**src/design/fpoel_pkg.sv**
```systemverilog
`default_nettype none

package fpoel_pkg;

	// Fixed field widths of the command and response beats
	localparam int unsigned OP_W      = 2;
	localparam int unsigned POS_W     = 4;
	localparam int unsigned STATUS_W  = 2;
	localparam int unsigned WORD_W    = 64;
	localparam int unsigned ENTRY_WORDS = 4;
	localparam int unsigned FLAT_W    = WORD_W * ENTRY_WORDS;
	localparam int unsigned CNT_W     = 4;

	// Default geometry of the pool
	localparam int unsigned POOL_SLOTS_DEF  = 9;
	localparam int unsigned ENTRY_BYTES_DEF = 32;

	typedef enum logic [OP_W-1:0] {
		OP_ADD  = 2'd0,
		OP_DEL  = 2'd1,
		OP_VIEW = 2'd2
	} op_t;

	typedef enum logic [STATUS_W-1:0] {
		ST_DONE = 2'd0,
		ST_FULL = 2'd1,
		ST_NONE = 2'd2
	} status_t;

	typedef struct packed {
		logic [OP_W-1:0]   operation;
		logic [POS_W-1:0]  position;
		logic [WORD_W-1:0] entry_word0;
		logic [WORD_W-1:0] entry_word1;
		logic [WORD_W-1:0] entry_word2;
		logic [WORD_W-1:0] entry_word3;
	} cmd_t;

	typedef struct packed {
		logic [STATUS_W-1:0] status;
		logic [WORD_W-1:0]   read_word0;
		logic [WORD_W-1:0]   read_word1;
		logic [WORD_W-1:0]   read_word2;
		logic [WORD_W-1:0]   read_word3;
	} rsp_t;

endpackage

`default_nettype wire

```
**src/design/fixed_pool_ordered_entry_list.sv**
```systemverilog
`default_nettype none

// Ordered entry pool: holds up to POOL_SLOTS entries of ENTRY_BYTES bytes, newest at
// position 0. A command beat is taken on any cycle with start high (busy stays low, so
// one command per clock is sustained). Each command gives exactly one response beat,
// marked by done: the command register feeds the shift/select logic, which loads the
// response register at the next edge. The response is shown for one cycle only and
// cannot be stalled; the receiver must take it when done is high. Add cuts the entry
// at its first zero byte; view returns the stored entry, and every other case returns
// zero read words with the status code.
module fixed_pool_ordered_entry_list #(
	parameter int unsigned POOL_SLOTS  = fpoel_pkg::POOL_SLOTS_DEF,
	parameter int unsigned ENTRY_BYTES = fpoel_pkg::ENTRY_BYTES_DEF
) (
	input  wire logic            clk,
	input  wire logic            arst_n,
	input  wire logic            start,
	output logic                 busy,
	input  wire fpoel_pkg::cmd_t cmd,
	output logic                 done,
	output fpoel_pkg::rsp_t      rsp
);

	localparam int unsigned ROW_W = ENTRY_BYTES * 8;
	localparam int unsigned IDX_W = (POOL_SLOTS > 1) ? $clog2(POOL_SLOTS) : 1;

	// Command stage
	logic            valid_s1;
	fpoel_pkg::cmd_t cmd_s1;

	// Pool rows and fill count
	logic [ROW_W-1:0]            ent_q [POOL_SLOTS];
	logic [ROW_W-1:0]            ent_d [POOL_SLOTS];
	logic [fpoel_pkg::CNT_W-1:0] cnt_q;

	// Decode and result
	logic                        is_add;
	logic                        is_del;
	logic                        is_view;
	logic                        full;
	logic                        hit;
	logic                        do_add;
	logic                        do_del;
	logic                        ent_we;
	logic [fpoel_pkg::FLAT_W-1:0] in_flat;
	logic [ROW_W-1:0]            trim_row;
	logic [fpoel_pkg::FLAT_W-1:0] rd_flat;
	fpoel_pkg::rsp_t             rsp_d;

	logic            done_q;
	fpoel_pkg::rsp_t rsp_q;

	// Every command is taken on arrival
	assign busy = 1'b0;

	// Capture the command beat
	always_ff @(posedge clk or negedge arst_n) begin
		if (!arst_n) begin
			valid_s1 <= 1'b0;
		end else begin
			valid_s1 <= start && !busy;
		end
	end

	always_ff @(posedge clk) begin
		if (start && !busy) begin
			cmd_s1 <= cmd;
		end
	end

	// Decode the held command
	assign is_add  = (cmd_s1.operation == fpoel_pkg::OP_ADD);
	assign is_del  = (cmd_s1.operation == fpoel_pkg::OP_DEL);
	assign is_view = (cmd_s1.operation == fpoel_pkg::OP_VIEW);
	assign full    = (cnt_q >= fpoel_pkg::CNT_W'(POOL_SLOTS));
	assign hit     = (fpoel_pkg::CNT_W'(cmd_s1.position) < cnt_q);
	assign do_add  = valid_s1 && is_add && !full;
	assign do_del  = valid_s1 && is_del && hit;
	assign ent_we  = do_add || do_del;

	// Cut the new entry at its first zero byte
	assign in_flat = {cmd_s1.entry_word3, cmd_s1.entry_word2,
		cmd_s1.entry_word1, cmd_s1.entry_word0};

	always_comb begin
		logic keep;
		keep     = 1'b1;
		trim_row = '0;
		for (int b = 0; b < ENTRY_BYTES; b++) begin
			keep = keep && (in_flat[b*8 +: 8] != 8'd0);
			trim_row[b*8 +: 8] = keep ? in_flat[b*8 +: 8] : 8'd0;
		end
	end

	// Next row value: shift back on add, close the gap on delete
	for (genvar g = 0; g < POOL_SLOTS; g++) begin : g_row
		logic [ROW_W-1:0] from_front;
		logic [ROW_W-1:0] from_back;

		if (g == 0) begin : g_head
			assign from_front = trim_row;
		end else begin : g_body
			assign from_front = ent_q[g-1];
		end

		if (g == POOL_SLOTS - 1) begin : g_tail
			assign from_back = ent_q[g];
		end else begin : g_mid
			assign from_back = ent_q[g+1];
		end

		assign ent_d[g] = do_add ? from_front :
			((fpoel_pkg::CNT_W'(g) >= fpoel_pkg::CNT_W'(cmd_s1.position)) ?
			from_back : ent_q[g]);

		always_ff @(posedge clk) begin
			if (ent_we) begin
				ent_q[g] <= ent_d[g];
			end
		end
	end

	// Track the number of held entries
	always_ff @(posedge clk or negedge arst_n) begin
		if (!arst_n) begin
			cnt_q <= '0;
		end else if (do_add) begin
			cnt_q <= cnt_q + 1'b1;
		end else if (do_del) begin
			cnt_q <= cnt_q - 1'b1;
		end
	end

	// Select the viewed row and build the response
	always_comb begin
		rd_flat = '0;
		if (is_view && hit) begin
			rd_flat = fpoel_pkg::FLAT_W'(ent_q[cmd_s1.position[IDX_W-1:0]]);
		end
	end

	always_comb begin
		rsp_d.status = fpoel_pkg::ST_DONE;
		if (is_add && full) begin
			rsp_d.status = fpoel_pkg::ST_FULL;
		end else if ((is_del || is_view) && !hit) begin
			rsp_d.status = fpoel_pkg::ST_NONE;
		end
		rsp_d.read_word0 = rd_flat[0*fpoel_pkg::WORD_W +: fpoel_pkg::WORD_W];
		rsp_d.read_word1 = rd_flat[1*fpoel_pkg::WORD_W +: fpoel_pkg::WORD_W];
		rsp_d.read_word2 = rd_flat[2*fpoel_pkg::WORD_W +: fpoel_pkg::WORD_W];
		rsp_d.read_word3 = rd_flat[3*fpoel_pkg::WORD_W +: fpoel_pkg::WORD_W];
	end

	// Register the response beat
	always_ff @(posedge clk or negedge arst_n) begin
		if (!arst_n) begin
			done_q <= 1'b0;
		end else begin
			done_q <= valid_s1;
		end
	end

	always_ff @(posedge clk) begin
		if (valid_s1) begin
			rsp_q <= rsp_d;
		end
	end

	assign done = done_q;
	assign rsp  = rsp_q;

`ifndef ASSERT_OFF
	// Fill count never passes the pool size
	a_cnt_range: assert property (@(posedge clk) disable iff (!arst_n)
		cnt_q <= fpoel_pkg::CNT_W'(POOL_SLOTS))
		else $error("entry count above pool size");

	// A full report leaves the pool at capacity
	a_full_cnt: assert property (@(posedge clk) disable iff (!arst_n)
		done_q && (rsp_q.status == fpoel_pkg::ST_FULL)
		|-> cnt_q == fpoel_pkg::CNT_W'(POOL_SLOTS))
		else $error("full status with free slots");

	// A successful add grows the count by one
	a_add_cnt: assert property (@(posedge clk) disable iff (!arst_n)
		do_add |=> cnt_q == $past(cnt_q) + 1'b1)
		else $error("add did not advance entry count");

	// Failed commands return zero read words
	a_fail_zero: assert property (@(posedge clk) disable iff (!arst_n)
		done_q && (rsp_q.status != fpoel_pkg::ST_DONE)
		|-> (rsp_q.read_word0 == '0) && (rsp_q.read_word1 == '0) &&
		(rsp_q.read_word2 == '0) && (rsp_q.read_word3 == '0))
		else $error("read data on failed command");
`endif

endmodule

`default_nettype wire

```
**config.mk**
```make
export PLATFORM = sky130hd
export DESIGN_NAME = fixed_pool_ordered_entry_list
export DESIGN_NICKNAME = d
export VERILOG_FILES = /design/src/design/fpoel_pkg.sv /design/src/design/fixed_pool_ordered_entry_list.sv
export SDC_FILE = /design/constraint.sdc
export NUM_CORES = 2
export LEC_CHECK = 0
export ABC_AREA = 0
export BUFFER_PORTS_ARGS = -buffer_cell sky130_fd_sc_hd__buf_4
export CORE_ASPECT_RATIO = 1.2
export CORE_MARGIN = 2
export CORE_UTILIZATION = 30
export DETAILED_ROUTE_END_ITERATION = 8
export HOLD_SLACK_MARGIN = 0.06
export PLACE_DENSITY = 0.56
export SYNTH_ARGS = -nofsm -noshare
export SYNTH_HDL_FRONTEND = slang
export SYNTH_SLANG_ARGS = --single-unit
```
**constraint.sdc**
```tcl
create_clock -name clk -period 28.2 [get_ports clk]
set_input_delay 7.05 -clock clk [delete_from_list [all_inputs] [get_ports clk]]
set_output_delay 7.05 -clock clk [all_outputs]
set_load 0.01 [all_outputs]
```
# Yosys cells after proc, flatten, opt, wreduce, memory -nomap -nowiden
# Memory sizes are Yosys's and may differ from the RTL's. A register that Yosys moved wholly into a read port is not among the register bits.
# Cells that the tools add are included.
[op_classes]
n_addsub = 2
magnitude_cmp = 10
n_eq_ne = 2
mux = 54
n_reduce_logical = 77
[op_table]
columns = ["op", "n"]
rows = [
  ["$mux 256", 17],
  ["$mux 8", 32],
  ["$reduce_bool 8->1", 32],
  ["$logic_and 1x1->1", 38],
  ["$ge 3x4->1 const A", 4],
  ["$ge 1x4->1 const A", 2],
  ["$ge 2x4->1 const A", 2],
  ["$mux 4", 2],
  ["$add 4x1->4 const B", 1],
  ["$ge 4x4->1 const B", 1],
  ["$lt 4x4->1", 1],
  ["$sub 4x1->4 const B", 1],
  ["$logic_not 1->1", 3],
  ["$eq 2x1->1 const B", 1],
  ["$eq 2x2->1 const B", 1],
  ["$logic_not 2->1", 1],
  ["$logic_or 1x1->1", 2],
  ["$mux 1", 2],
  ["$mux 2", 1],
  ["$reduce_bool 2->1", 1],
]
[word_totals]
register_bits = 270
mem_bits_rw = 2304
input_bits = 265
out_inout_bits = 260
elab_cells = 156
memories = 1
[memory_table]
columns = ["name", "depth", "word_bits", "rd", "rd_ports_with_merged_regs", "wr", "line_no", "rtl"]
rows = [
  ["ent_q", 9, 256, 10, 1, 9, "fixed_pool_ordered_entry_list.sv:32", "logic [ROW_W-1:0] ent_q [POOL_SLOTS];"],
]

# Longest topological paths before layout
[logic_depth]
depth_word = 34
depth_mapped = 14
ltp_nobuf = 10

# Least setup slack after synthesis
# No wires, ideal clock.
[synth_path]
path_type = "register -> register"
from = "reg valid_s1"
to = "mem ent_q[7][0] (netlist name) (enable)"
setup_ns = 1.228
arrival_ns = 24.126
required_ns = 26.972
path_slack_ns = 2.846
path_stages_with_launch = 4
path_buffers = 0
period_less_slack_ns = 25.354
cell_sequence = "dfrtp_1 > and2_1 > o211ai_1 > o21ai_0"
[synth_lines]
columns = ["item", "line_no", "rtl"]
rows = [
  ["start, declared", "fixed_pool_ordered_entry_list.sv:28", "logic valid_s1;"],
  ["start signal, assigned", "fixed_pool_ordered_entry_list.sv:61", "valid_s1 <= start && !busy;"],
  ["end, declared", "fixed_pool_ordered_entry_list.sv:32", ""],
]

# Final worst setup path
[layout_path]
from = "reg rsp[160] (netlist name)"
to = "out rsp[160] (netlist name)"
[layout_lines]
columns = ["item", "line_no", "rtl"]
rows = [
  ["end, declared", "fixed_pool_ordered_entry_list.sv:21", "output fpoel_pkg::rsp_t rsp"],
]
# No word-level cell between the ends.

==> results.ini <==
[place]
place_worst_setup_slack_ns = 18.58
detailed_place_hpwl_um = 222000
io_buffer_count = 523
dp_cells = 16900
gp_congestion = 0.754

[clocking]
cts_setup_buffers = 0
cts_hold_buf = 0
clockBufferDepth = 4
clkLatencyLatePin_ns = 0.97
cts_buffers = 314
clk_pin_slew_ns = 0.06
cts_tree = done
cts.sinks = 2830
root_buffer = clkbuf_16
h-tree-depth = 5
cts_resized = 0

[timing]
max_freq_ghz = 0.115
period_share_pct = 30.8
slew_violations = 0
rsz0062_at_grt = false
fin_crit_ns = 8.70
finalHoldViolCount = 0
worst_pin_slew_ns = 1.14
slew_headroom_pct = 23.9
setup-violations-final = 0
timing.final.ws_setup_ns = 19.50
skew_ns = 0.0684
tns_ns = 0

[logic_synthesis]
avgSynthCellArea_um2 = 11.5
async_flop_share_pct = 0.212
ys_types = 46
yosysWarnings = 0
syn-instance-count = 11200
syn_area_um2 = 129000
synth_edf_count = 2824
seq_area_frac_synth_pct = 66.1
ys.flop_type = edfxtp_1
ys_ff_latch = 2830
syn_nets = 11500

[die]
die_y_um = 721
die_x_um = 602
core_um2 = 427000
rows = 263
fp.dieArea_um2 = 434000
start_util_pct = 30.1
io_pins = 525

[outcome]
violations = DRC
status = finished, violations left

[power_and_ir_drop]
leakage_nw = 56.7
vdd_drop_max_uv = 49.3
power.density_nw_per_um2 = 75.8

[detailed_routing]
vias_per_cell = 4.92
antenna_left = 0
vias = 85800
wl_per_cell_um = 21.6
totalWireLength_um = 377000
dr.pass1.iters = 9
drt_iter0_markers = 8406
post-route-drc-count = 64

[worst_setup_path]
crit_chain = buf_4
arrival_ns = 1.65
cp_top_family = flip-flops
criticalPathCategory = reg2out
endpoint_kind = output port
slowest_delay_ns = 0.50
path_max_fanout = 1
crit_required_ns = 21.15
worst-path-buf-inv = 1
cp-start-kind = flop
critical_path.slowest_cell = edfxtp_1

[global_route]
grt_pass1_vias = 84900
grt_pass1_wl_um = 560000
grt_remaining_overflow = 0
grt_max_degree = 207
antenna_found_initial = 15
grt_usage_pct = 16.9

[final_layout]
area_delta_synth_final_pct = 15.6
final_core_util_pct = 34.8
drive_above_1_share_pct = 14.1
nets = 11800
fin_cells = 17500

[run]
cap_violations = 0

[min_path]
hp-class = reg2reg

routing by layer:
layer  wire (um)  vias up  track usage (%)
met2      187000     2595             29.0
met1      162000    43200             22.6
li1            -    39500                -
met4        8700        0             4.10
met3       20200      472             2.16
met5           0        -                0
sequential cells by signal (all words and copies together), names as in the netlist:
register / cells
cnt_q: 4
done: 1
valid_s1: 1
ent_q: 2304
rsp: 258
cmd_s1: 262
worst paths after layout:
kind,from,endpoint,slack (ns),cells past startpoint
max in group asynchronous,arst_n,valid_s1,22.11,1
max reg2reg,valid_s1,ent_q[0][164],21.53,9
min,ent_q[7][74],ent_q[8][74],0.45,0
min in group asynchronous,arst_n,cnt_q[3],5.92,1
min reg2reg,ent_q[7][74],ent_q[8][74],0.45,0
max,rsp[160],rsp[160],19.50,1
synthesized netlist by cell type, types with 2 or more instances:
master | instances | area, um2
a21boi_0 | 3 | 22.5
a21o_1 | 2 | 15.0
a21oi_1 | 519 | 2600
a22o_1 | 180 | 1580
a32o_1 | 52 | 521
and2_1 | 3 | 18.8
and3_1 | 11 | 68.8
buf_1 | 61 | 229
buf_2 | 63 | 315
buf_4 | 4 | 30.0
buf_6 | 4 | 45.0
clkbuf_1 | 587 | 2200
dfrtp_1 | 6 | 150
edfxtp_1 | 2824 | 84800
ha_1 | 8 | 100
inv_1 | 7 | 26.3
mux4_2 | 512 | 11500
nand2_1 | 5977 | 22400
nand3_1 | 3 | 15.0
nor2_1 | 272 | 1020
nor2b_1 | 2 | 12.5
nor3_1 | 2 | 10.0
nor3_2 | 4 | 40.0
nor4_1 | 51 | 319
nor4bb_1 | 2 | 20.0
o211ai_1 | 2 | 15.0
o21ai_0 | 21 | 105
or4_1 | 14 | 105
xor2_1 | 2 | 17.5
metrics by stage:
step | power (mW) | hold WS [ns] | instance area, um2
after global placement | 7.20 | 0.453 | 138000
after detailed placement | 7.22 | 0.455 | 138000
after CTS | 11.4 | 0.460 | 149000
after global routing | 11.7 | 0.481 | 149000
final | 11.3 | 0.451 | 149000
after floorplan | 6.69 | 0.444 | 129000
final cells by class:
class                           instances  area (um2)
Antenna cell                            8        20.0
Sequential cell                      2830       85000
Tap cell                             5697        7130
Fill cell                           42400      279000
Clock inverter                        182        1890
Multi-Input combinational cell       7657       40900
Inverter                                9        56.3
Clock buffer                          389        8270
Timing Repair Buffer                  685        5400
placed cells by master, fill, tap and decap left out, types with 5 or more instances in the layout:
cell / count
nand2_1: 5974
edfxtp_1: 2824
buf_4: 664
a21oi_1: 518
mux4_2: 512
clkbuf_16: 320
nor2_1: 268
a22o_1: 180
clkbuf_1: 69
clkinv_1: 66
a32o_1: 52
nor4_1: 49
clkinv_2: 43
bufinv_16: 25
o21ai_0: 20
clkinvlp_4: 20
buf_12: 20
or4_1: 14
and3_1: 10
diode_2: 8
ha_1: 8
clkinv_16: 8
inv_1: 6
clkinv_8: 6
inv_8: 5
inv_16: 5
dfrtp_1: 5
cell families (layout without fill, tap and decap cells):
family / count (synthesis) / after routing / share of synthesized area [%]
fa+ha+maj: 9 / 9 / 0.0935
compound gates: 780 / 780 / 3.78
mux: 512 / 512 / 8.97
other cells: 1 / 9 / 0.00292
xor+xnor: 3 / 3 / 0.0204
simple gates: 6352 / 6352 / 18.8
flops: 2830 / 2830 / 66.1
buf+inv: 728 / 1265 / 2.22
where the power goes:
part / switching [mW] / internal [mW] / total, mW
registers: 0.268 / 5.22 / 5.49
logic: 1.07 / 0.557 / 1.63
clock network: 1.81 / 2.33 / 4.15
total: 3.15 / 8.11 / 11.3
(Power assumes the default switching activity.)
